## config.mk

```make
export PLATFORM = sky130hd
export DESIGN_NAME = base64_url_dot_pad_decoder_core
export DESIGN_NICKNAME = d
export VERILOG_FILES = /design/src/rtl/b64d_pkg.sv /design/src/rtl/b64d_group.sv /design/src/rtl/b64d_out_buf.sv /design/src/rtl/base64_url_dot_pad_decoder_core.sv
export SDC_FILE = /design/constraint.sdc
export NUM_CORES = 1
export LEC_CHECK = 0
export BUFFER_PORTS_ARGS = -buffer_cell sky130_fd_sc_hd__buf_2
export CAP_MARGIN = 10
export CORE_MARGIN = 2
export CORE_UTILIZATION = 59
export CTS_CLUSTER_SIZE = 24
export DETAILED_ROUTE_END_ITERATION = 8
export GPL_ROUTABILITY_DRIVEN = 0
export PLACE_DENSITY_LB_ADDON = 0.25
export REMOVE_ABC_BUFFERS = 1
export SLEW_MARGIN = 0
export SYNTH_ARGS = -nofsm -noshare
export SYNTH_HDL_FRONTEND = slang
export SYNTH_SLANG_ARGS = --single-unit
```

## constraint.sdc

```tcl
create_clock -name clk_i -period 3.5 [get_ports clk_i]
set_clock_uncertainty 0.05 [all_clocks]
set_input_delay 0.525 -clock clk_i [delete_from_list [all_inputs] [get_ports clk_i]]
set_output_delay 0.525 -clock clk_i [all_outputs]
set_load 0.01 [all_outputs]
```

## src/rtl/b64d_pkg.sv

```systemverilog
package b64d_pkg;

  localparam int unsigned NumBytes = 3;

  localparam logic [6:0] PadValue = 7'd64;

  typedef enum logic [1:0] {
    ST_OK       = 2'd0,
    ST_LENGTH   = 2'd1,
    ST_BAD_CHAR = 2'd2
  } status_e;

  typedef struct packed {
    logic       bad;
    logic [6:0] value;
  } sextet_t;

  typedef struct packed {
    logic [1:0]             count;
    logic [NumBytes-1:0][7:0] bytes;
    status_e                status;
    logic                   eos;
  } bundle_t;

  typedef struct packed {
    logic    has_result;
    bundle_t bundle;
  } group_res_t;

  function automatic sextet_t map_char(logic [7:0] c);
    sextet_t    s;
    logic [7:0] diff;
    s    = '{bad: 1'b0, value: 7'd0};
    diff = 8'd0;
    if (c >= 8'h41 && c <= 8'h5A) begin
      diff    = c - 8'h41;
      s.value = diff[6:0];
    end else if (c >= 8'h61 && c <= 8'h7A) begin
      diff    = c - 8'h61 + 8'd26;
      s.value = diff[6:0];
    end else if (c >= 8'h30 && c <= 8'h39) begin
      diff    = c - 8'h30 + 8'd52;
      s.value = diff[6:0];
    end else if (c == 8'h2D) begin
      s.value = 7'd62;
    end else if (c == 8'h5F) begin
      s.value = 7'd63;
    end else if (c == 8'h2E) begin
      s.value = PadValue;
    end else begin
      s.bad = 1'b1;
    end
    return s;
  endfunction

endpackage

```

## src/rtl/b64d_group.sv

```systemverilog
module b64d_group
  import b64d_pkg::*;
(
  input  logic       clk_i,
  input  logic       rst_ni,
  input  logic       adv_i,
  input  logic [7:0] code_char_i,
  input  logic       eot_i,
  output group_res_t res_o
);

  logic [6:0] sext_q [3];
  logic [6:0] sext_d [3];
  logic [1:0] pos_q, pos_d;
  logic       bad_q, bad_d;

  sextet_t    cur;
  logic [6:0] v;
  logic       bad_n;
  logic [5:0] s0, s1, s2, s3;

  always_comb begin
    cur   = map_char(code_char_i);
    v     = cur.bad ? 7'd0 : cur.value;
    bad_n = bad_q | cur.bad;
    s0    = sext_q[0][5:0];
    s1    = sext_q[1][5:0];
    s2    = sext_q[2][5:0];
    s3    = v[5:0];

    sext_d = sext_q;
    pos_d  = pos_q;
    bad_d  = bad_n;

    res_o                   = '0;
    res_o.bundle.count      = 2'd1;
    res_o.bundle.status     = ST_OK;
    res_o.bundle.eos        = eot_i;

    if (pos_q != 2'd3) begin
      sext_d[pos_q] = v;
      pos_d         = pos_q + 2'd1;
      if (eot_i) begin
        res_o.has_result    = 1'b1;
        res_o.bundle.status = bad_n ? ST_BAD_CHAR : ST_LENGTH;
      end
    end else begin
      res_o.has_result = 1'b1;
      if (bad_n || sext_q[0][6] || sext_q[1][6]) begin
        res_o.bundle.status = ST_BAD_CHAR;
      end else begin
        res_o.bundle.bytes[0] = {s0, s1[5:4]};
        res_o.bundle.bytes[1] = {s1[3:0], s2[5:2]};
        res_o.bundle.bytes[2] = {s2[1:0], s3};
        if (!sext_q[2][6]) begin
          res_o.bundle.count = v[6] ? 2'd2 : 2'd3;
        end
      end
    end

    if (res_o.has_result) begin
      sext_d = '{default: 7'd0};
      pos_d  = 2'd0;
      bad_d  = 1'b0;
    end
  end

  always_ff @(posedge clk_i or negedge rst_ni) begin
    if (!rst_ni) begin
      sext_q <= '{default: 7'd0};
      pos_q  <= 2'd0;
      bad_q  <= 1'b0;
    end else if (adv_i) begin
      sext_q <= sext_d;
      pos_q  <= pos_d;
      bad_q  <= bad_d;
    end
  end

endmodule

```

## src/rtl/b64d_out_buf.sv

```systemverilog
module b64d_out_buf
  import b64d_pkg::*;
(
  input  logic       clk_i,
  input  logic       rst_ni,
  input  logic       load_i,
  input  bundle_t    bundle_i,
  output logic       free_o,
  output logic       valid_o,
  input  logic       stall_i,
  output logic [7:0] data_byte_o,
  output logic       byte_valid_o,
  output logic       last_of_group_o,
  output logic       end_of_stream_o,
  output logic [1:0] status_o
);

  logic       valid_q, valid_d;
  bundle_t    bundle_q;
  logic [1:0] idx_q, idx_d;
  logic       xfer, last;

  always_comb begin
    last    = (idx_q == bundle_q.count - 2'd1);
    xfer    = valid_q && !stall_i;
    free_o  = !valid_q || (xfer && last);
    valid_d = valid_q;
    idx_d   = idx_q;
    if (xfer) begin
      if (last) begin
        valid_d = 1'b0;
      end else begin
        idx_d = idx_q + 2'd1;
      end
    end
    if (load_i) begin
      valid_d = 1'b1;
      idx_d   = 2'd0;
    end
  end

  always_ff @(posedge clk_i or negedge rst_ni) begin
    if (!rst_ni) begin
      valid_q <= 1'b0;
      idx_q   <= 2'd0;
    end else begin
      valid_q <= valid_d;
      idx_q   <= idx_d;
    end
  end

  always_ff @(posedge clk_i) begin
    if (load_i) begin
      bundle_q <= bundle_i;
    end
  end

  assign valid_o         = valid_q;
  assign data_byte_o     = bundle_q.bytes[idx_q];
  assign byte_valid_o    = (bundle_q.status == ST_OK);
  assign last_of_group_o = last;
  assign end_of_stream_o = bundle_q.eos && last;
  assign status_o        = bundle_q.status;

endmodule

```

## src/rtl/base64_url_dot_pad_decoder_core.sv

```systemverilog
// Characters go through the input register; a result loads the output bundle register.
// Throughput: one character per cycle while stall_o is low; a group that completes
// drains up to three bytes, one per cycle while stall_i is low, as input goes on.
// Input backs up only when a result-producing character meets a bundle still draining.
// Reset: rst_ni asynchronous, active low; clears valids and the group state.
module base64_url_dot_pad_decoder_core
  import b64d_pkg::*;
(
  input  logic       clk_i,
  input  logic       rst_ni,
  input  logic       valid_i,
  output logic       stall_o,
  input  logic [7:0] code_char_i,
  input  logic       end_of_text_i,
  output logic       valid_o,
  input  logic       stall_i,
  output logic [7:0] data_byte_o,
  output logic       byte_valid_o,
  output logic       last_of_group_o,
  output logic       end_of_stream_o,
  output logic [1:0] status_o
);

  logic       in_valid_q;
  logic [7:0] in_char_q;
  logic       in_eot_q;
  logic       adv;
  logic       buf_free;
  group_res_t res;

  assign adv     = in_valid_q && (!res.has_result || buf_free);
  assign stall_o = in_valid_q && !adv;

  always_ff @(posedge clk_i or negedge rst_ni) begin
    if (!rst_ni) begin
      in_valid_q <= 1'b0;
    end else if (!stall_o) begin
      in_valid_q <= valid_i;
    end
  end

  always_ff @(posedge clk_i) begin
    if (valid_i && !stall_o) begin
      in_char_q <= code_char_i;
      in_eot_q  <= end_of_text_i;
    end
  end

  b64d_group u_group (
    .clk_i       (clk_i),
    .rst_ni      (rst_ni),
    .adv_i       (adv),
    .code_char_i (in_char_q),
    .eot_i       (in_eot_q),
    .res_o       (res)
  );

  b64d_out_buf u_out (
    .clk_i           (clk_i),
    .rst_ni          (rst_ni),
    .load_i          (adv && res.has_result),
    .bundle_i        (res.bundle),
    .free_o          (buf_free),
    .valid_o         (valid_o),
    .stall_i         (stall_i),
    .data_byte_o     (data_byte_o),
    .byte_valid_o    (byte_valid_o),
    .last_of_group_o (last_of_group_o),
    .end_of_stream_o (end_of_stream_o),
    .status_o        (status_o)
  );

endmodule

```

==> run metrics <==
multi-input logic area=1420 um^2; RSZ-0062 raised after global routing=no; commonest non-fill, non-tap cell in the layout=nand2_1; Placeable Area=5510 um^2; nets=363; root buffer cell=clkbuf_8; Cell Area, Synth=3360 um^2; Post-Synthesis Cells=310; Non-Filler Instances=415; cts repair resizes=0; Max Cap Viol=0; initial antenna violation count=0; CP startpoint kind=flip-flop; vias in the first global route=2253; Final period util=85.9%; # diodes=0; chip width=79.5 um; grt ovf=0; Finished Core Util=67.7%; most frequent cells in the layout=nand2_1 (42), edfxtp_1 (38), o21ai_0 (33); Routed WL=6310 um; first-pass GRT wire length=10400 um; average routed wire per standard cell=15.2 um; CP max stage delay=0.53 ns; Pwr Total=2.36 mW; starting DRC count in detailed routing=203; WP data required=3.53 ns; crit-path max FO=10; Tot GR Track Use=21.9%; DP HPWL=4640 um; Warnings, synthesis=0; final period demand of the worst path=3.01 ns; Num CTS Buffers=9; post-CTS setup repair buffer count=0; vias=2343; Longest Clk Path Bufs=2; Max Slew Vio Count=0; clk_lat worst skew=0.33 ns; count of state elements after synthesis=66; DRT met1 WL=2800 um; die area=6320 um^2; die height=79.5 um; r2r startpoint=in_char_q[2]; ys async rst share=42.4%; TritonRoute pass-1 iters=4; Lkg Pwr=1.51 nW; fmax=0.333 GHz; IO Port Bufs=27; CP Capture Type=flip-flop; post-route ant nets=0; register area=1840 um^2; reg-to-reg setup timing slack=0.49 ns; H-tree Lvls=3; top sig layer=met4; Critical Setup Path Class=reg -> reg; count of cell types in the netlist=48; crit path DAT=3.04 ns; sequential area share after synthesis=54.8%; Starting Density=61.1%; placed cells=399; Hold Path Class=in -> async; reg2reg end=u_out.bundle_q[27]; CP most frequent cell=or3_1; status=completed; Avg Inst Size Synth=10.8 um^2; CTS tree=done; Top-Level Pins=28; Finish-stage setup viols=0; met2 routed WL=3150 um; Post-synth EDFFs=38; worst slew pin tran=0.762 ns; CTS sink count=66; R2R depth=8; ys flop type=edfxtp_1; clk slew on worst S/H paths=0.07 ns; Rel. slew slack=49.1%; maximum VDD drop=0.000475 V; setup TNS=0 ns; Worst path slowest cell=edfxtp_1; hold_buf cts=0; Layout area overhead=10.9%; Cell Rows=27; crit-path cells=inv_1 > ha_1 > a21o_1 > a31oi_1 > and2_1 > nor4_4 > or3_1 > or3_1; Fill cells=423; largest net degree at the start of global routing=33; DRC Markers=0; Pwr per Cell Area=632 nW/um^2; final-report hold violation count=0; share of cells above drive strength 1=15.7%; Met3 Wirelength=263 um; DR vias/cell=5.65
## cells in the mapped netlist (2+ instances only)
| master | count | area, um^2 |
|---|---|---|
| a21o_1 | 2 | 15.0 |
| a21oi_1 | 6 | 30.0 |
| a22o_1 | 2 | 17.5 |
| a311oi_1 | 2 | 17.5 |
| a31oi_1 | 4 | 25.0 |
| a32o_1 | 4 | 40.0 |
| and2_1 | 25 | 156 |
| buf_2 | 4 | 20.0 |
| buf_4 | 3 | 22.5 |
| clkbuf_1 | 5 | 18.8 |
| dfrtp_1 | 28 | 701 |
| edfxtp_1 | 38 | 1140 |
| ha_1 | 12 | 150 |
| inv_1 | 8 | 30.0 |
| mux2i_1 | 10 | 100 |
| nand2_1 | 42 | 158 |
| nand2b_1 | 3 | 18.8 |
| nand3_1 | 9 | 45.0 |
| nand4_1 | 2 | 12.5 |
| nor2_1 | 19 | 71.3 |
| nor2b_1 | 6 | 37.5 |
| nor3_1 | 3 | 15.0 |
| nor3_2 | 2 | 20.0 |
| nor3b_1 | 4 | 30.0 |
| o21ai_0 | 33 | 165 |
| o21ai_1 | 3 | 15.0 |
| or2_2 | 2 | 12.5 |
| or3_1 | 2 | 12.5 |
| xnor2_1 | 5 | 43.8 |
| xor2_1 | 4 | 35.0 |
## routing by layer
layer,vias to the layer above,GRT usage (%)
li1,1157,-
met1,1116,27.4
met2,62,36.6
met3,8,5.43
met4,0,8.28
met5,-,0
## where the power goes
part           internal (mW)  switching, mW
registers              0.999         0.0979
clock network          0.327          0.274
logic                  0.250          0.411
## worst max-delay path, delay by kind of cell (launching register included)
family          cells  cell delay, ns
simple gates        4            1.30
fa+ha+maj           1            0.30
buf+inv             1            0.15
compound gates      2            0.43
flops               1            0.53
## per-stage QoR
| stage | setup slack (ns) | hold WS [ns] | cell area, um^2 |
|---|---|---|---|
| 2_1_floorplan | 0.773 | 0.179 | 3290 |
| 4_1_cts | 0.524 | 0.171 | 3730 |
| 3_3_place_gp | 0.656 | 0.404 | 3540 |
| 3_5_place_dp | 0.532 | 0.413 | 3540 |
| 6_report | 0.493 | 0.152 | 3730 |
| 5_1_grt | 0.354 | 0.193 | 3730 |
## cells by family (layout without fill, tap and decap cells)
group	count (synthesis)	in the layout	synth area share, %
AND/OR/NAND/NOR	128	128	20.2
adder cells (fa/ha/maj)	12	12	4.46
AO/OA/AOI/OAI	63	63	12.1
buffers and inverters	22	55	3.16
XOR/XNOR	9	9	2.34
multiplexers	10	10	2.98
flip-flops	66	66	54.8
## sequential cells by signal (all words and copies together), names as in the netlist
name / cells
in_char_q: 8
in_eot_q: 1
in_valid_q: 1
u_group.bad_q: 1
u_group.pos_q: 2
u_group.s0: 6
u_group.s1: 6
u_group.s2: 6
u_group.sext_q: 3
u_out.bundle_q: 27
u_out.idx_q: 2
u_out.status_o: 2
u_out.valid_o: 1
## cell type report
type	count	area share (%)
inverters	8	0.805
well taps	72	2.42
flip-flops and latches	66	49.4
multi-input cells	222	38.0
repair buffers	31	4.43
clock buffers	11	3.52
clock inverters	5	1.48
## worst max-delay path by stage
stage / from / endpoint / slack [ns] / cells past startpoint
2_1_floorplan: u_group.pos_q[0] / u_out.bundle_q[0] / 0.77 / 5
3_3_place_gp: in_char_q[2] / u_out.bundle_q[27] / 0.66 / 8
3_5_place_dp: in_char_q[2] / u_out.bundle_q[27] / 0.53 / 8
4_1_cts: in_char_q[2] / u_out.bundle_q[27] / 0.52 / 8
5_1_grt: in_char_q[2] / u_out.bundle_q[27] / 0.35 / 8
6_report: in_char_q[2] / u_out.bundle_q[27] / 0.49 / 8
Note: power is estimated with default switching activity, not from simulation.
